File: config.mk
export PLATFORM = sky130hd
export DESIGN_NAME = stuffed_frame_receiver_flat
export DESIGN_NICKNAME = d
export VERILOG_FILES = /design/src/design/sfr_pkg.sv /design/src/design/sfr_if.sv /design/src/design/stuffed_frame_receiver.sv /design/src/design/sfr_front.sv /design/src/design/sfr_queue.sv /design/src/design/sfr_back.sv /design/src/flat_wrapper.sv
export SDC_FILE = /design/constraint.sdc
export NUM_CORES = 1
export LEC_CHECK = 0
export BUFFER_PORTS_ARGS = -buffer_cell sky130_fd_sc_hd__buf_4
export CAP_MARGIN = 20
export CORE_MARGIN = 5
export CORE_UTILIZATION = 23
export CTS_CLUSTER_SIZE = 12
export DETAILED_ROUTE_END_ITERATION = 12
export SLEW_MARGIN = 0
export SYNTH_ARGS = -nofsm -noshare
export SYNTH_HDL_FRONTEND = slang
export SYNTH_SLANG_ARGS = --single-unit
File: constraint.sdc
create_clock -name clk -period 3.1 [get_ports clk]
set_input_delay 0.62 -clock clk [delete_from_list [all_inputs] [get_ports clk]]
set_output_delay 0.62 -clock clk [all_outputs]
set_load 0.05 [all_outputs]
File: src/design/sfr_pkg.sv
// ----------------------------------------------------------------------------
// sfr_pkg
// Shared constants, types and a helper of the stuffed frame receiver.
// ----------------------------------------------------------------------------
package sfr_pkg;

  localparam logic [7:0] FLAG_BYTE       = 8'h7E;
  localparam logic [7:0] ESC_BYTE        = 8'h7D;
  localparam logic [7:0] STUFF_XOR       = 8'h20;
  localparam logic [7:0] ADDR_RESET      = 8'h03;
  localparam int         SFR_QUEUE_DEPTH = 4;

  localparam logic [7:0] CTRL_SET  = 8'h03;
  localparam logic [7:0] CTRL_UA   = 8'h07;
  localparam logic [7:0] CTRL_DISC = 8'h0B;
  localparam logic [7:0] CTRL_RR0  = 8'hAA;
  localparam logic [7:0] CTRL_RR1  = 8'hAB;
  localparam logic [7:0] CTRL_REJ0 = 8'h54;
  localparam logic [7:0] CTRL_REJ1 = 8'h55;
  localparam logic [7:0] CTRL_I0   = 8'h00;
  localparam logic [7:0] CTRL_I1   = 8'h80;

  typedef enum logic [1:0] {
    OP_START = 2'd0,
    OP_PUSH  = 2'd1,
    OP_END   = 2'd2,
    OP_ABORT = 2'd3
  } op_code_t;

  typedef struct packed {
    op_code_t   code;
    logic [7:0] value;
  } op_t;

  typedef enum logic {
    KIND_DATA = 1'b0,
    KIND_END  = 1'b1
  } kind_t;

  typedef enum logic [1:0] {
    STATUS_GOOD        = 2'd0,
    STATUS_CHECK_ERR   = 2'd1,
    STATUS_ABORT       = 2'd2,
    STATUS_SUPERVISORY = 2'd3
  } status_t;

  typedef enum logic [2:0] {
    REPLY_NONE = 3'd0,
    REPLY_RR0  = 3'd1,
    REPLY_RR1  = 3'd2,
    REPLY_REJ0 = 3'd3,
    REPLY_REJ1 = 3'd4
  } reply_t;

  function automatic logic ctrl_accepted(input logic [7:0] b);
    return (b == CTRL_SET)  || (b == CTRL_UA)   || (b == CTRL_DISC) ||
           (b == CTRL_RR0)  || (b == CTRL_RR1)  || (b == CTRL_REJ0) ||
           (b == CTRL_REJ1) || (b == CTRL_I0)   || (b == CTRL_I1);
  endfunction

endpackage

File: src/design/sfr_if.sv
// ----------------------------------------------------------------------------
// sfr_if
// Valid/ready channels of the stuffed frame receiver.
// ----------------------------------------------------------------------------
interface sfr_in_if;
  logic       valid;
  logic       ready;
  logic [7:0] rx_byte;

  modport source (output valid, output rx_byte, input ready);
  modport sink   (input valid, input rx_byte, output ready);
endinterface

interface sfr_out_if;
  logic        valid;
  logic        ready;
  logic        kind;
  logic [7:0]  data_byte;
  logic [1:0]  status;
  logic [7:0]  control_code;
  logic [2:0]  reply;
  logic [15:0] payload_length;

  modport source (output valid, output kind, output data_byte, output status,
                  output control_code, output reply, output payload_length,
                  input ready);
  modport sink   (input valid, input kind, input data_byte, input status,
                  input control_code, input reply, input payload_length,
                  output ready);
endinterface

File: src/design/stuffed_frame_receiver.sv
// ----------------------------------------------------------------------------
// stuffed_frame_receiver
// Byte-stuffed link frame receiver: header check, unstuffing, frame reports.
// ----------------------------------------------------------------------------
// Usage:
//   in_ch carries one raw line byte per item; out_ch carries one result item,
//   either an unstuffed payload byte (kind 0) or a frame-end report (kind 1).
//   cfg_we/cfg_wdata write the expected address byte (reset value 3); write
//   it only while the block is idle.
// Path: the result of an accepted item passes through the operation queue
//   and then the output register. Payload bytes trail the line by one item,
//   so the check byte in front of the closing flag is never delivered.
// Throughput: one item per cycle while out_ch is not held off. The front end
//   parses and unstuffs at line rate; the back end retires one queued
//   operation per cycle into the output register.
// Reset: the parser hunts for an opening flag, the sequence bit is 0 and no
//   result is pending.
// Stall: when out_ch is held off, the back end stops; the front end keeps
//   taking items until the operation queue (QUEUE_DEPTH entries) is full,
//   then drops in_ch.ready.
// ----------------------------------------------------------------------------
module stuffed_frame_receiver #(
  parameter int QUEUE_DEPTH = sfr_pkg::SFR_QUEUE_DEPTH
) (
  input  logic       clk,
  input  logic       rst_n,
  input  logic       cfg_we,
  input  logic [7:0] cfg_wdata,
  sfr_in_if.sink     in_ch,
  sfr_out_if.source  out_ch
);
  import sfr_pkg::*;

  logic q_full, q_not_empty, q_pop, op_push;
  op_t  front_op, back_op;
  logic in_ready;

  assign in_ch.ready = in_ready;

  sfr_front u_front (
    .clk       (clk),
    .rst_n     (rst_n),
    .cfg_we    (cfg_we),
    .cfg_wdata (cfg_wdata),
    .in_valid  (in_ch.valid),
    .in_byte   (in_ch.rx_byte),
    .q_full    (q_full),
    .in_ready  (in_ready),
    .op_push   (op_push),
    .op        (front_op)
  );

  sfr_queue #(
    .DEPTH (QUEUE_DEPTH)
  ) u_queue (
    .clk       (clk),
    .rst_n     (rst_n),
    .push      (op_push),
    .wr_op     (front_op),
    .pop       (q_pop),
    .rd_op     (back_op),
    .not_empty (q_not_empty),
    .full      (q_full)
  );

  sfr_back u_back (
    .clk      (clk),
    .rst_n    (rst_n),
    .op_valid (q_not_empty),
    .op       (back_op),
    .op_pop   (q_pop),
    .out_ch   (out_ch)
  );

endmodule

File: src/design/sfr_front.sv
// ----------------------------------------------------------------------------
// sfr_front
// Header parse and unstuffing; turns line bytes into back-end operations.
// ----------------------------------------------------------------------------
module sfr_front (
  input  logic         clk,
  input  logic         rst_n,
  input  logic         cfg_we,
  input  logic [7:0]   cfg_wdata,
  input  logic         in_valid,
  input  logic [7:0]   in_byte,
  input  logic         q_full,
  output logic         in_ready,
  output logic         op_push,
  output sfr_pkg::op_t op
);
  import sfr_pkg::*;

  typedef enum logic [5:0] {
    S_HUNT = 6'b000001,
    S_FLAG = 6'b000010,
    S_ADDR = 6'b000100,
    S_CTRL = 6'b001000,
    S_DATA = 6'b010000,
    S_ESC  = 6'b100000
  } state_t;

  state_t     state_r, state_nxt;
  logic [7:0] addr_cfg_r;
  logic [7:0] hdr_addr_r, hdr_addr_nxt;
  logic [7:0] hdr_ctrl_r, hdr_ctrl_nxt;
  logic       take;

  assign in_ready = !q_full;
  assign take     = in_valid && !q_full;

  always_comb begin
    state_nxt    = state_r;
    hdr_addr_nxt = hdr_addr_r;
    hdr_ctrl_nxt = hdr_ctrl_r;
    op_push      = 1'b0;
    op.code      = OP_PUSH;
    op.value     = in_byte;
    if (take) begin
      case (state_r)
        S_HUNT: begin
          if (in_byte == FLAG_BYTE) state_nxt = S_FLAG;
        end
        S_FLAG: begin
          if (in_byte == addr_cfg_r) begin
            hdr_addr_nxt = in_byte;
            state_nxt    = S_ADDR;
          end
        end
        S_ADDR: begin
          if (ctrl_accepted(in_byte)) begin
            hdr_ctrl_nxt = in_byte;
            state_nxt    = S_CTRL;
          end else if (in_byte == FLAG_BYTE) begin
            state_nxt = S_FLAG;
          end
        end
        S_CTRL: begin
          if (in_byte == (hdr_addr_r ^ hdr_ctrl_r)) begin
            op_push   = 1'b1;
            op.code   = OP_START;
            state_nxt = S_DATA;
          end else if (in_byte == FLAG_BYTE) begin
            state_nxt = S_FLAG;
          end
        end
        S_DATA: begin
          if (in_byte == FLAG_BYTE) begin
            op_push   = 1'b1;
            op.code   = OP_END;
            op.value  = hdr_ctrl_r;
            state_nxt = S_HUNT;
          end else if (in_byte == ESC_BYTE) begin
            state_nxt = S_ESC;
          end else begin
            op_push = 1'b1;
          end
        end
        S_ESC: begin
          op_push = 1'b1;
          if (in_byte == (FLAG_BYTE ^ STUFF_XOR)) begin
            op.value  = FLAG_BYTE;
            state_nxt = S_DATA;
          end else if (in_byte == (ESC_BYTE ^ STUFF_XOR)) begin
            op.value  = ESC_BYTE;
            state_nxt = S_DATA;
          end else begin
            op.code   = OP_ABORT;
            op.value  = hdr_ctrl_r;
            state_nxt = S_HUNT;
          end
        end
        default: begin
          state_nxt = S_HUNT;
        end
      endcase
    end
  end

  always_ff @(posedge clk) begin
    if (!rst_n) begin
      state_r    <= S_HUNT;
      addr_cfg_r <= ADDR_RESET;
      hdr_addr_r <= '0;
      hdr_ctrl_r <= '0;
    end else begin
      state_r    <= state_nxt;
      hdr_addr_r <= hdr_addr_nxt;
      hdr_ctrl_r <= hdr_ctrl_nxt;
      if (cfg_we) addr_cfg_r <= cfg_wdata;
    end
  end

endmodule

File: src/design/sfr_queue.sv
// ----------------------------------------------------------------------------
// sfr_queue
// Short operation queue between the front and back ends.
// ----------------------------------------------------------------------------
module sfr_queue #(
  parameter int DEPTH = sfr_pkg::SFR_QUEUE_DEPTH
) (
  input  logic         clk,
  input  logic         rst_n,
  input  logic         push,
  input  sfr_pkg::op_t wr_op,
  input  logic         pop,
  output sfr_pkg::op_t rd_op,
  output logic         not_empty,
  output logic         full
);
  import sfr_pkg::*;

  localparam int PTR_W = (DEPTH > 1) ? $clog2(DEPTH) : 1;
  localparam int CNT_W = $clog2(DEPTH + 1);
  localparam logic [PTR_W-1:0] LAST_PTR = PTR_W'(DEPTH - 1);
  localparam logic [CNT_W-1:0] FULL_CNT = CNT_W'(DEPTH);

  op_t              mem_r [DEPTH];
  logic [PTR_W-1:0] wr_ptr_r, rd_ptr_r;
  logic [CNT_W-1:0] cnt_r;
  logic             do_push, do_pop;

  assign full      = (cnt_r == FULL_CNT);
  assign not_empty = (cnt_r != '0);
  assign do_push   = push && !full;
  assign do_pop    = pop && not_empty;
  assign rd_op     = mem_r[rd_ptr_r];

  always_ff @(posedge clk) begin
    if (do_push) mem_r[wr_ptr_r] <= wr_op;
  end

  always_ff @(posedge clk) begin
    if (!rst_n) begin
      wr_ptr_r <= '0;
      rd_ptr_r <= '0;
      cnt_r    <= '0;
    end else begin
      if (do_push) wr_ptr_r <= (wr_ptr_r == LAST_PTR) ? '0 : wr_ptr_r + 1'b1;
      if (do_pop)  rd_ptr_r <= (rd_ptr_r == LAST_PTR) ? '0 : rd_ptr_r + 1'b1;
      case ({do_push, do_pop})
        2'b10:   cnt_r <= cnt_r + 1'b1;
        2'b01:   cnt_r <= cnt_r - 1'b1;
        default: cnt_r <= cnt_r;
      endcase
    end
  end

endmodule

File: src/design/sfr_back.sv
// ----------------------------------------------------------------------------
// sfr_back
// Payload hold, check accumulation and frame-end reporting.
// ----------------------------------------------------------------------------
module sfr_back (
  input  logic         clk,
  input  logic         rst_n,
  input  logic         op_valid,
  input  sfr_pkg::op_t op,
  output logic         op_pop,
  sfr_out_if.source    out_ch
);
  import sfr_pkg::*;

  logic [7:0]  held_r, held_nxt;
  logic        held_v_r, held_v_nxt;
  logic [7:0]  xor_r, xor_nxt;
  logic [15:0] cnt_r, cnt_nxt;
  logic        seq_r, seq_nxt;

  logic        out_valid_r;
  kind_t       kind_r, kind_nxt;
  logic [7:0]  data_r, data_nxt;
  status_t     status_r, status_nxt;
  logic [7:0]  ctrl_r, ctrl_nxt;
  reply_t      reply_r, reply_nxt;
  logic [15:0] len_r, len_nxt;
  logic        emit;

  assign op_pop = op_valid && (!out_valid_r || out_ch.ready);

  always_comb begin
    held_nxt   = held_r;
    held_v_nxt = held_v_r;
    xor_nxt    = xor_r;
    cnt_nxt    = cnt_r;
    seq_nxt    = seq_r;
    emit       = 1'b0;
    kind_nxt   = KIND_DATA;
    data_nxt   = held_r;
    status_nxt = STATUS_GOOD;
    ctrl_nxt   = '0;
    reply_nxt  = REPLY_NONE;
    len_nxt    = '0;
    if (op_pop) begin
      case (op.code)
        OP_START: begin
          held_nxt   = '0;
          held_v_nxt = 1'b0;
          xor_nxt    = '0;
          cnt_nxt    = '0;
        end
        OP_PUSH: begin
          if (held_v_r) begin
            emit    = 1'b1;
            xor_nxt = xor_r ^ held_r;
            if (cnt_r != 16'hFFFF) cnt_nxt = cnt_r + 16'd1;
          end
          held_nxt   = op.value;
          held_v_nxt = 1'b1;
        end
        OP_END: begin
          emit     = 1'b1;
          kind_nxt = KIND_END;
          data_nxt = '0;
          ctrl_nxt = op.value;
          len_nxt  = cnt_r;
          if (!held_v_r) begin
            status_nxt = STATUS_SUPERVISORY;
          end else if (xor_r == held_r) begin
            status_nxt = STATUS_GOOD;
            reply_nxt  = seq_r ? REPLY_RR0 : REPLY_RR1;
            seq_nxt    = !seq_r;
          end else begin
            status_nxt = STATUS_CHECK_ERR;
            reply_nxt  = seq_r ? REPLY_REJ0 : REPLY_REJ1;
          end
        end
        OP_ABORT: begin
          emit       = 1'b1;
          kind_nxt   = KIND_END;
          data_nxt   = '0;
          status_nxt = STATUS_ABORT;
          ctrl_nxt   = op.value;
          len_nxt    = cnt_r;
        end
        default: begin
          emit = 1'b0;
        end
      endcase
    end
  end

  always_ff @(posedge clk) begin
    if (!rst_n) begin
      held_r      <= '0;
      held_v_r    <= 1'b0;
      xor_r       <= '0;
      cnt_r       <= '0;
      seq_r       <= 1'b0;
      out_valid_r <= 1'b0;
    end else begin
      held_r   <= held_nxt;
      held_v_r <= held_v_nxt;
      xor_r    <= xor_nxt;
      cnt_r    <= cnt_nxt;
      seq_r    <= seq_nxt;
      if (emit) begin
        out_valid_r <= 1'b1;
      end else if (out_ch.ready) begin
        out_valid_r <= 1'b0;
      end
    end
  end

  always_ff @(posedge clk) begin
    if (emit) begin
      kind_r   <= kind_nxt;
      data_r   <= data_nxt;
      status_r <= status_nxt;
      ctrl_r   <= ctrl_nxt;
      reply_r  <= reply_nxt;
      len_r    <= len_nxt;
    end
  end

  assign out_ch.valid          = out_valid_r;
  assign out_ch.kind           = kind_r;
  assign out_ch.data_byte      = data_r;
  assign out_ch.status         = status_r;
  assign out_ch.control_code   = ctrl_r;
  assign out_ch.reply          = reply_r;
  assign out_ch.payload_length = len_r;

endmodule

File: src/flat_wrapper.sv
// flat-port wrapper written by rule: the top's interface ports become plain ports
module stuffed_frame_receiver_flat import sfr_pkg::*;
#(
  parameter int QUEUE_DEPTH = sfr_pkg::SFR_QUEUE_DEPTH
)
  (clk, rst_n, cfg_we, cfg_wdata, in_ch_valid, in_ch_rx_byte, in_ch_ready, out_ch_valid, out_ch_kind, out_ch_data_byte, out_ch_status, out_ch_control_code, out_ch_reply, out_ch_payload_length, out_ch_ready);
  sfr_in_if in_ch_i ();
  sfr_out_if out_ch_i ();
  input  logic clk;
  input  logic rst_n;
  input  logic cfg_we;
  input  logic [7:0] cfg_wdata;
  input wire logic [$bits(in_ch_i.valid)-1:0] in_ch_valid;
  input wire logic [$bits(in_ch_i.rx_byte)-1:0] in_ch_rx_byte;
  output wire logic [$bits(in_ch_i.ready)-1:0] in_ch_ready;
  output wire logic [$bits(out_ch_i.valid)-1:0] out_ch_valid;
  output wire logic [$bits(out_ch_i.kind)-1:0] out_ch_kind;
  output wire logic [$bits(out_ch_i.data_byte)-1:0] out_ch_data_byte;
  output wire logic [$bits(out_ch_i.status)-1:0] out_ch_status;
  output wire logic [$bits(out_ch_i.control_code)-1:0] out_ch_control_code;
  output wire logic [$bits(out_ch_i.reply)-1:0] out_ch_reply;
  output wire logic [$bits(out_ch_i.payload_length)-1:0] out_ch_payload_length;
  input wire logic [$bits(out_ch_i.ready)-1:0] out_ch_ready;
  assign in_ch_i.valid = in_ch_valid;
  assign in_ch_i.rx_byte = in_ch_rx_byte;
  assign in_ch_ready = in_ch_i.ready;
  assign out_ch_valid = out_ch_i.valid;
  assign out_ch_kind = out_ch_i.kind;
  assign out_ch_data_byte = out_ch_i.data_byte;
  assign out_ch_status = out_ch_i.status;
  assign out_ch_control_code = out_ch_i.control_code;
  assign out_ch_reply = out_ch_i.reply;
  assign out_ch_payload_length = out_ch_i.payload_length;
  assign out_ch_i.ready = out_ch_ready;
  stuffed_frame_receiver #(.QUEUE_DEPTH(QUEUE_DEPTH)) u_core (.clk(clk), .rst_n(rst_n), .cfg_we(cfg_we), .cfg_wdata(cfg_wdata), .in_ch(in_ch_i), .out_ch(out_ch_i));
endmodule
# After elaboration in Yosys (flattened, before gate mapping)

Memory sizes are Yosys's and may differ from the RTL's. A register that Yosys moved wholly into a read port is not among the register bits.
Cells that the tools add are included.

Multiplexer cells: 51
$add $sub $neg: 5
Divide/modulo/power cells: 0
Reduce and logical (&&, ||, !) cells: 32
Magnitude comparators: 0
Bitwise logic cells: 2
Equality and inequality tests: 34
Shifts and indexed selects: 0
$mul: 0

Operators by type and width:

| kind                                          | number |
|---|---|
| == test 8 x 7 -> 1 bit, second input constant | 6 |
| one-hot mux 8 bit (2 select lines)            | 3 |
| two-way mux 8 bit                             | 5 |
| two-way mux 6 bit                             | 6 |
| one-hot mux 6 bit (6 select lines)            | 1 |
| two-way mux 16 bit                            | 2 |
| one-hot mux 16 bit (2 select lines)           | 1 |
| == test 8 bit                                 | 3 |
| == test 8 bit, second input constant          | 3 |
| two-way mux 10 bit                            | 2 |
| adder 16 x 1 -> 16 bit, second input constant | 1 |
| two-way mux 2 bit                             | 8 |
| != test 16 bit, second input constant         | 1 |
| bitwise XOR 8 bit                             | 2 |
| AND reduction 3 bit                           | 5 |
| two-way mux 1 bit                             | 13 |
| == test 2 bit, second input constant          | 5 |
| two-way mux 5 bit                             | 2 |
| logical OR 1 bit                              | 9 |
| == test 8 x 2 -> 1 bit, second input constant | 1 |
| == test 8 x 3 -> 1 bit, second input constant | 1 |
| == test 8 x 4 -> 1 bit, second input constant | 1 |
| logical NOT 8 bit                             | 1 |
| AND reduction 4 bit                           | 2 |
| 26 further kinds                              | 40 |

Bits in writable memories: 40
Word-level logic and storage cells: 144
Bits of input ports: 21
Flip-flop bits (word level): 110
Bits in latches: 0
Memories: 1
Output and inout bits: 40
ROM bits: 0

Memory list:

| name                 | words | bits a word | rd ports | clocked after memory_dff | wr ports | line            | text |
|---|---|---|---|---|---|---|---|
| u_core.u_queue.mem_r | 4     | 10          | 1        | 1                        | 1        | sfr_queue.sv:24 | `op_t mem_r [DEPTH];` |

# Logic depth before layout (Yosys ltp)

Gate-level depths: netlist of the first run.

Depth in word-level cells: 11
Depth in mapped cells: 12
Gate-level depth less buffers: 11

# By module

From an unflattened synthesis of the first run, not the netlist that was laid out.

Cells, all modules: 636
Area, all modules: 7,178.1 um2

Modules (own cells, without submodules):

| module    | sequential area each (um2) | cells each | instances | area an instance (um2) |
|---|---|---|---|---|
| sfr_back  | 1,841.8                    | 300        | 1         | 3,255.6 |
| sfr_front | 600.6                      | 228        | 1         | 1,988.2 |
| sfr_queue | 1,381.3                    | 108        | 1         | 1,934.4 |

# Worst setup path after synthesis of the first run

Ideal clock, no wire load.

Kind: flip-flop to flip-flop
Start: register (tool-made name)
End: register u_core.u_back.ctrl_r[0] (netlist: u_core.u_back.out_ch.control_code[0]) (enable)
Stages on the path, launching flop included: 6
Required time: 2.665 ns
Arrival: 2.932 ns
Buffers on the path: 2
Path slack: -0.267 ns
Library setup time: 0.435 ns
Cells stage by stage: dfxtp_1 > clkbuf_1 > mux4_2 > clkbuf_1 > a21oi_1 > nor2_1

RTL lines:

| element                | line            | text |
|---|---|---|
| end signal: assignment | sfr_back.sv:121 | `ctrl_r <= ctrl_nxt;` |
| end: declaration       | sfr_back.sv:25  | `logic [7:0] ctrl_r, ctrl_nxt;` |

# Worst setup path after layout of the first run

Start: register u_core.u_front.hdr_ctrl_r[1]
End: register u_core.u_queue.cnt_r[2]

Cells in the longest elaborated chain, start to end: 8
Elaborated cells on any way between the ends: 10
Classes of those cells: 3 x eq/ne; 4 x mux; 1 x bitwise; 2 x reduce/logical

RTL lines:

| element                                                                         | line             | text |
|---|---|---|
| start: declaration                                                              | sfr_front.sv:31  | `logic [7:0] hdr_ctrl_r, hdr_ctrl_nxt;` |
| start signal: assignment                                                        | sfr_front.sv:114 | `hdr_ctrl_r <= hdr_ctrl_nxt;` |
| bitwise XOR 8 bit *                                                             | sfr_front.sv:64  | `if (in_byte == (hdr_addr_r ^ hdr_ctrl_r)) begin` |
| == test 8 bit *                                                                 | sfr_front.sv:64  |  |
| two-way mux 1 bit *                                                             | sfr_front.sv:64  |  |
| one-hot mux 1 bit (3 select lines) *                                            | sfr_front.sv:45  | `case (state_r)` |
| two-way mux 1 bit *                                                             | sfr_front.sv:44  | `if (take) begin` |
| logical AND 1 bit *                                                             | sfr_queue.sv:31  | `assign do_push = push && !full;` |
| == test 2 x 1 -> 1 bit / == test 2 bit (equally long branches)                  | sfr_queue.sv:47  | `case ({do_push, do_pop})` |
| one-hot mux 3 bit (2 select lines) / nonzero test 2 bit (equally long branches) | --               |  |
| end signal: assignment                                                          | sfr_queue.sv:48  | `2'b10: cnt_r <= cnt_r + 1'b1;` |
| end signal: assignment                                                          | sfr_queue.sv:49  | `2'b01: cnt_r <= cnt_r - 1'b1;` |
| end signal: assignment                                                          | sfr_queue.sv:50  | `default: cnt_r <= cnt_r;` |
| end: declaration                                                                | sfr_queue.sv:26  | `logic [CNT_W-1:0] cnt_r;` |

Every way passes the cells marked *; elsewhere a longest branch is shown, timed or not.
A chain may end at the register's enable or synchronous reset.

==> qor.txt, run 1 <==
status: finished clean
number of placed I/O pins: 61
initial antenna violation count: 0
top cells by area, synth: edfxtp_1, dfxtp_1, and2_1
routability cong.: 0.808
layout cells sized above 1: 18.7%
fmax: 0.375 GHz
final net count: 727
Worst-Skew Late Latency: 0.43 ns
EDFF count, synth: 78
Layout area overhead: 22.7%
final worst path period share: 86.1%
antenna viol nets, final: 0
CP startpoint kind: flip-flop
synthesized cell area: 7050 sq um
DRT Wirelength: 14.6 mm
Fin. Hold Viols: 0
FF+latch area: 3820 sq um
Power Density: 721 nW/um^2
Clock Tree Buf Depth: 2
LEAKAGE: 3.03 nW
drt first pass iters: 5
design area: 8650 sq um
Period minus WS final: 2.67 ns
largest net degree at the start of global routing: 62
post-synth top area share: 33.2%
Setup CP Type: flip-flop to flip-flop
Synthesized Nets: 654
max_slew headroom: 51.7%
Synth area leader: edfxtp_1
Post-synth top cells: edfxtp_1, dfxtp_1, and2_1, nand2_1, nor2_1
gr ovfl total: 0
drt wl/cell: 13.2 um
Avg Cell Area, Syn: 11.3 sq um
Post-DP HPWL: 10.3 mm
cell count after synthesis: 625
CTS tree: built
Die Width: 185 um
Worst Path Required: 3.45 ns
crit-path cells: xnor3_1 -> nand4_1 -> or3_1 -> a21oi_1 -> inv_1 -> ha_1 -> inv_1 -> fa_1 -> xor2_1 -> or3_1 -> a21boi_0
CTS Root Cell: clkbuf_16
actual slew at the worst max-slew pin: 0.722 ns
register area share after synthesis: 54.2%
placed cell area: 8060 sq um
Vias/cell: 4.24
CP peak stage delay: 0.43 ns
hold crit path type: primary input to flip-flop
core area: 30,400 sq um
drt initial violations: 263
Post-synth ARST share: 0%
Synth Flop Type: edfxtp_1
Final Setup Violations: 0
Fillers: 3,199
post-cts gate resize count: 0
Setup Skew: 0.00901 ns
die area: 34,300 sq um
slowest cell on the critical path: dfxtp_1
Synth cell types: 57
setup TNS: 0 ns
most frequent cell after synthesis: edfxtp_1
crit-path max FO: 5
multi-input logic area: 3070 sq um
Num CTS Buffers: 17
CP Data Arrival Time: 3.02 ns
IO Port Bufs: 60
DR vias: 4,699
FF+latch count, synth: 152
ANT cells: 0
Final Max Tran Viols: 0
vias in the first global route: 4,438
Die Span Y: 185 um
Clock Pin Slew Worst Setup and Hold Paths: 0.06 ns
synth warn: 0
maximum VDD drop: 0.370 mV
Rows: 64
gr usage total: 8.65%
RSZ-0062 raised after global routing: false
starting density of the core: 23.2%
crit path capture type: flip-flop
setup bufs post-CTS: 0
Max-Cap Viols: 0
worst hold slack: 0.415 ns
clk sinks: 152
DR DRC count: 0
H-Tree Depth: 4
CTS Hold Bufs: 0
first-pass GRT wire length: 23.4 mm
==> through the flow <==
stage                     std cells  total power [mW]  setup WS (ns)  util (%)
after floorplan                 625              3.69         0.0141         -
after global placement         1075              4.21          0.126      26.5
after detailed placement       1075              4.22          0.115      26.5
after CTS                      1107              6.32          0.394      28.4
after global routing           1107              6.54          0.228      28.4
final                          1107              6.24          0.432      28.4
==> cells by family after synthesis <==
group           after synthesis  synth area share [%]
mux                          37                  7.03
xor+xnor                     44                  7.03
simple gates                256                  19.3
buf+inv                      42                  2.38
flops                       152                  54.2
compound gates               86                  8.52
fa+ha+maj                     8                  1.53
==> area by class of cell <==
class,instances,share of cell area [%]
clock buffer,17,4.92
clock inverter,15,1.92
inverter,12,0.521
multi-input combinational,431,35.4
sequential,152,44.2
tap,396,5.73
timing repair buffer,84,7.29
==> worst max-delay path: cells and delay by family, from the launching register on <==
kind,cells,cell delay [ns]
adders and majority gates,2,0.60
and+or+nand+nor,3,0.58
AOI/OAI and AO/OA,2,0.27
xor gates and xnor gates,2,0.58
DFF,1,0.43
buffers and inverters,2,0.14
==> registers in the layout, indices dropped and copies added (netlist names), named ones only <==
name / cells
u_core.u_back.out_ch.payload_length: 16
u_core.u_queue.wr_ptr_r: 2
u_core.u_front.state_r: 6
u_core.u_back.out_ch.data_byte: 8
u_core.u_queue.cnt_r: 3
u_core.u_front.hdr_ctrl_r: 8
u_core.u_back.out_ch.status: 2
u_core.u_back.out_ch.kind: 1
u_core.u_back.held_r: 8
u_core.u_front.addr_cfg_r: 8
u_core.u_front.hdr_addr_r: 8
u_core.u_back.out_ch.control_code: 8
u_core.u_queue.rd_ptr_r: 2
u_core.u_back.held_v_r: 1
u_core.u_back.seq_r: 1
u_core.u_back.cnt_r: 16
u_core.u_back.xor_r: 8
u_core.u_queue.mem_r: 40
u_core.u_back.out_ch.valid: 1
u_core.u_back.out_ch.reply: 3
==> layer usage <==
layer	vias to the layer above	share of wire (%)	global-route usage, %
li1	2376	-	-
met1	2201	48	11.3
met2	108	46	13.7
met3	14	4.9	2.65
met4	0	1.1	2.99
met5	-	0	0
==> power by group <==
group	switching, mW	leakage (nW)	internal, mW	total (mW)
clock	0.889	0.287	1.20	2.09
combinational	1.17	1.38	0.530	1.70
sequential	0.120	1.36	2.33	2.44
==> final timing paths <==
| check | from | to | slack, ns | cells past startpoint |
|---|---|---|---|---|
| max | u_core.u_front.hdr_ctrl_r[1] | u_core.u_queue.cnt_r[2] | 0.43 | 11 |
| min | cfg_wdata[1] | u_core.u_front.addr_cfg_r[1] | 0.42 | 3 |
| max reg2reg | u_core.u_front.hdr_ctrl_r[1] | u_core.u_queue.cnt_r[2] | 0.43 | 11 |
| min reg2reg | u_core.u_back.held_r[5] | u_core.u_back.held_r[5] | 0.49 | 2 |
==> placed cells by master (no fill, tap or decap), drive strengths merged, types with 2 or more instances in the layout <==
master | netlist | routed
nand3b | 4 | 4
edfxtp | 78 | 78
and2 | 48 | 48
mux2i | 27 | 27
nand4 | 13 | 13
nand2b | 4 | 4
a2111oi | 2 | 2
xnor2 | 14 | 14
nand4b | 2 | 2
nor4 | 4 | 4
clkinv | 0 | 6
nor2b | 29 | 29
or2 | 2 | 2
bufinv | 0 | 2
o21a | 3 | 3
a21oi | 17 | 17
clkinvlp | 0 | 2
inv | 12 | 17
a21o | 4 | 4
or3 | 6 | 6
o21ai | 25 | 25
nand2 | 48 | 48
clkbuf | 26 | 17
mux4 | 10 | 10
xor2 | 22 | 22
ha | 7 | 7
xnor3 | 8 | 8
a22oi | 4 | 4
dfxtp | 74 | 74
nand3 | 25 | 25
a31oi | 2 | 2
a21boi | 19 | 19
buf | 4 | 84
nor3 | 21 | 21
nor2 | 43 | 43
(Power assumes the default switching activity.)
==> run 2, diff against run 1 <==
- RECOVER_POWER: not set -> 100
- clock period: 3.1 -> 3.4 ns (I/O delays scaled with it)
==> run 2 against run 1 <==
Effect of this change: via count fell by 0.94%; highest routed layer unchanged; critical path type unchanged; the run now ends with capacitance limit, slew limit left; critical endpoint is now u_core.u_queue.mem_r[2][9]; maximum frequency fell by 8.1%; cell count fell by 1.4%.
==> qor.txt, run 2 (synthesis results as in run 1) <==
status: finished, violations left
failing checks: capacitance limit, slew limit
gr usage total: 8.60%
hold crit path type: primary input to flip-flop
final worst path period share: 85.4%
DRT Wirelength: 14.5 mm
Largest Register: u_core.u_queue.mem_r
DR vias: 4,655
Fin. Hold Viols: 0
CTS tree: built
IO Port Bufs: 60
Die Width: 185 um
actual slew at the worst max-slew pin: 2.39 ns
Layout area overhead: 19.4%
setup TNS: 0 ns
vias in the first global route: 4,546
die area: 34,300 sq um
# placed instances: 1,060
H-Tree Depth: 4
starting density of the core: 23.2%
CP peak stage delay: 0.66 ns
clk sinks: 152
CP Data Arrival Time: 2.95 ns
final net count: 712
CP startpoint kind: flip-flop
commonest non-fill, non-tap cells in the layout: edfxtp_1, dfxtp_1, nand2_1
Period minus WS final: 2.90 ns
crit path capture type: flip-flop
fmax: 0.345 GHz
commonest non-fill, non-tap cell in the layout: edfxtp_1
Final Non-Filler Cells: 1,092
Worst-Skew Late Latency: 0.43 ns
Max-Cap Viols: 1
Post-DP HPWL: 10.1 mm
setup bufs post-CTS: 0
Vias/cell: 4.26
gr ovfl total: 0
post-cts gate resize count: 0
layout cells sized above 1: 10.6%
drt first pass iters: 4
initial antenna violation count: 0
CTS Hold Bufs: 0
RSZ-0062 raised after global routing: false
first-pass GRT wire length: 23.6 mm
crit-path max FO: 12
Worst Path Required: 3.45 ns
max FFs per register: 40
Rows: 64
routability cong.: 0.811
Clock Pin Slew Worst Setup and Hold Paths: 0.06 ns
largest net degree at the start of global routing: 62
Final Setup Violations: 0
CTS Root Cell: clkbuf_16
LEAKAGE: 2.78 nW
core area: 30,400 sq um
number of placed I/O pins: 61
drt initial violations: 299
Clock Tree Buf Depth: 2
antenna viol nets, final: 0
ANT cells: 0
crit-path cells: nor4_1 -> nand3b_1 -> o21a_1 -> a21oi_1 -> clkbuf_1 -> and2_0
Final Max Tran Viols: 62
max_slew headroom: -59.2%
Power Density: 674 nW/um^2
Setup CP Type: flip-flop to flip-flop
Num CTS Buffers: 17
DR DRC count: 0
drt wl/cell: 13.3 um
Setup Skew: 0.0165 ns
maximum VDD drop: 0.318 mV
Die Span Y: 185 um
slowest cell on the critical path: and2_0
run 2: changes by cell type in the layout (fill, tap and decap cells not counted), sizes merged:
cell and change:
buf -61, bufinv +1, clkbuf +47, clkinv -5, clkinvlp -1, inv +4
run 2: cell type report:
class / instances / area [sq um]
timing repair buffer: 69 / 348
tap: 396 / 495
sequential: 152 / 3820
fill: 3227 / 22000
multi-input combinational: 431 / 3060
clock buffer: 18 / 450
clock inverter: 14 / 198
inverter: 12 / 45.0
run 2: stage by stage:
step                      utilization [%]  area [sq um]  worst slack [ns]  total power [mW]  hold slack, ns
after floorplan                         -          7050            0.0330              3.37           0.462
after detailed placement             26.2          7960             0.346              3.82           0.489
final                                27.7          8420             0.498              5.68           0.475
after CTS                            28.3          8610             0.640              5.91           0.456
after global placement               26.2          7960             0.381              3.81           0.476
after global routing                 27.7          8420             0.230              5.94           0.468
run 2: worst paths after layout:
check / from / to / slack, ns / cells past startpoint
worst max register to register: u_core.u_front.state_r[0] / u_core.u_queue.mem_r[2][9] / 0.50 / 6
worst max-delay path: u_core.u_front.state_r[0] / u_core.u_queue.mem_r[2][9] / 0.50 / 6
worst min-delay path: cfg_wdata[1] / u_core.u_front.addr_cfg_r[1] / 0.47 / 3
worst min register to register: u_core.u_back.xor_r[4] / u_core.u_back.xor_r[4] / 0.50 / 2
run 2: power by group:
part,internal (mW),switching (mW)
Combinational,0.315,1.08
Clock,1.24,0.840
Sequential,2.12,0.0905
Total,3.67,2.01
run 2: routing by layer:
layer | track usage, % | routed length (um)
met1 | 11.7 | 7120
met2 | 13.3 | 6500
met3 | 2.55 | 735
met4 | 2.50 | 190
met5 | 0 | 0
run 2: critical path: cells and delay by family (launching register included):
kind / cells / cell delay, ns
simple gates: 3 / 1.47
compound gates: 2 / 0.43
flops: 1 / 0.37
buf+inv: 1 / 0.26
==> run 3, diff against run 2 <==
- CORE_ASPECT_RATIO: not set -> 0.6
- GPL_TIMING_DRIVEN: not set -> 0
==> run 3 against run 2 <==
Effect of this change: the run now ends clean; final area increased by 0.25%; via count rose by 5.6%; sequential power hardly changed; largest power group unchanged; cell count increased by 2.5%; critical path depth up 2; combinational power up 4%; wire length is 13% higher; register-to-register slack got worse by 0.21 ns; critical path type is now primary input to flip-flop; power decreased by 0.76%.
==> qor.txt, run 3 (synthesis results as in run 1) <==
status: finished clean
commonest non-fill, non-tap cell in the layout: edfxtp_1
hold crit path type: primary input to flip-flop
P_int: 3.62 mW
Logic pwr share: 25.8%
final net count: 727
Period minus WS final: 3.16 ns
crit-path max FO: 10
first-pass GRT wire length: 26.2 mm
clk sinks: 152
Clock Pin Slew Worst Setup and Hold Paths: 0.06 ns
CTS Root Cell: clkbuf_16
Switching Share: 35.7%
GR peak layer: met1
DRT Wirelength: 16.4 mm
max_slew headroom: 39.3%
Worst Path Required: 3.55 ns
pre-CTS setup slack: -0.314 ns
Fin. Hold Viols: 0
CP startpoint kind: primary input
CTS tree: built
number of placed I/O pins: 61
DR vias: 4,917
Final Util: 28.0%
largest net degree at the start of global routing: 23
Max-Cap Viols: 0
actual slew at the worst max-slew pin: 0.906 ns
antenna viol nets, final: 0
IO Port Bufs: 53
global-route track usage on met3: 3.05%
met2 Usage GRT: 12.5%
fmax: 0.316 GHz
setup TNS: 0 ns
worst hold slack: 0.469 ns
CP Data Arrival Time: 3.31 ns
Die Width: 236 um
maximum VDD drop: 0.363 mV
Vias/cell: 4.39
routability cong.: 0.800
LEAKAGE: 2.75 nW
Setup CP Type: primary input to flip-flop
vias in the first global route: 4,647
setup bufs post-CTS: 0
die area: 34,400 sq um
Reg power frac: 39.1%
Die Span Y: 146 um
Design Power: 5.63 mW
layout cells sized above 1: 9.28%
Clock Tree Buf Depth: 2
final worst path period share: 93.1%
Power Density: 668 nW/um^2
ANT cells: 0
drt first pass iters: 5
commonest non-fill, non-tap cells in the layout: edfxtp_1, dfxtp_1, clkbuf_1
Worst-Skew Late Latency: 0.43 ns
RSZ-0062 raised after global routing: false
final worst slack: 0.235 ns
Num CTS Buffers: 17
DR DRC count: 0
H-Tree Depth: 4
Final Setup Violations: 0
Layout area overhead: 19.7%
max FFs per register: 40
Post-DP HPWL: 12.2 mm
Final Max Tran Viols: 0
gr usage total: 9.63%
initial antenna violation count: 0
core area: 30,100 sq um
Largest Register: u_core.u_queue.mem_r
starting density of the core: 23.4%
gr ovfl total: 0
Rows: 49
drt initial violations: 317
share of power burned in the clock network: 35.1%
drt wl/cell: 14.6 um
crit path capture type: flip-flop
Psw: 2.01 mW
met1 GRT Util: 15.0%
Setup Skew: 0.0103 ns
## run 3: cell count changes in the layout (fill, tap and decap cells not counted), moves of 4 or more
cell,change
buf_4,-11
and2_0,+5
inv_8,-4
clkbuf_1,+24
and2_1,-5
## run 3: critical path: stages
cell,delay [ns]
clkbuf_1,0.41
nand4b_1,0.27
or3_1,0.39
clkbuf_1,0.20
or2_0,0.32
a21oi_2,0.42
nor2_1,0.07
a21oi_1,0.54
## run 3: worst paths after layout
check | start | to | slack [ns] | cells past startpoint
setup / recovery | in_ch_rx_byte[6] | u_core.u_queue.mem_r[0][6] | 0.24 | 8
hold / removal | cfg_wdata[1] | u_core.u_front.addr_cfg_r[1] | 0.47 | 3
setup reg to reg | u_core.u_front.state_r[2] | u_core.u_queue.mem_r[0][6] | 0.29 | 7
hold reg to reg | u_core.u_front.addr_cfg_r[1] | u_core.u_front.addr_cfg_r[1] | 0.50 | 2
## run 3: power by group through the flow
stage	combinational [mW]	clock, mW	sequential (mW)
6_report	1.45	1.98	2.20
3_3_place_gp	1.58	0	2.25
2_1_floorplan	0.581	0	2.78
3_5_place_dp	1.61	0	2.25
4_1_cts	1.61	2.03	2.21
5_1_grt	1.57	2.10	2.23
## run 3: stage by stage
| step | instances | area [sq um] |
|---|---|---|
| CTS | 1119 | 8610 |
| global placement | 1086 | 7960 |
| detailed placement | 1087 | 7990 |
| finish | 1119 | 8440 |
| floorplan | 625 | 7050 |
| global route | 1119 | 8440 |
## run 3: what timing repair did
| action | 4_1_cts | 5_1_grt |
|---|---|---|
| endpoints found under the setup margin | 0 | 14 |
| hold buffers | 0 | 0 |
| gates resized for setup | 0 | 2 |
## run 3: layout make-up
| cell class | instances | area [sq um] |
|---|---|---|
| buffer | 30 | 123 |
| clock buffer | 18 | 429 |
| clock inverter | 14 | 184 |
| fill | 3131 | 21700 |
| inverter | 12 | 45.0 |
| multi-input combinational | 431 | 3050 |
| sequential | 152 | 3820 |
| tap | 408 | 510 |
| timing repair buffer | 54 | 272 |
## run 3: per-layer routing
metal  share of wire [%]  wire, um  up-vias
met1                  54      8860     2373
met5                   0         0        -
li1                    -         -     2394
met3                 6.1       999       13
met4                0.93       153        0
met2                  39      6350      137
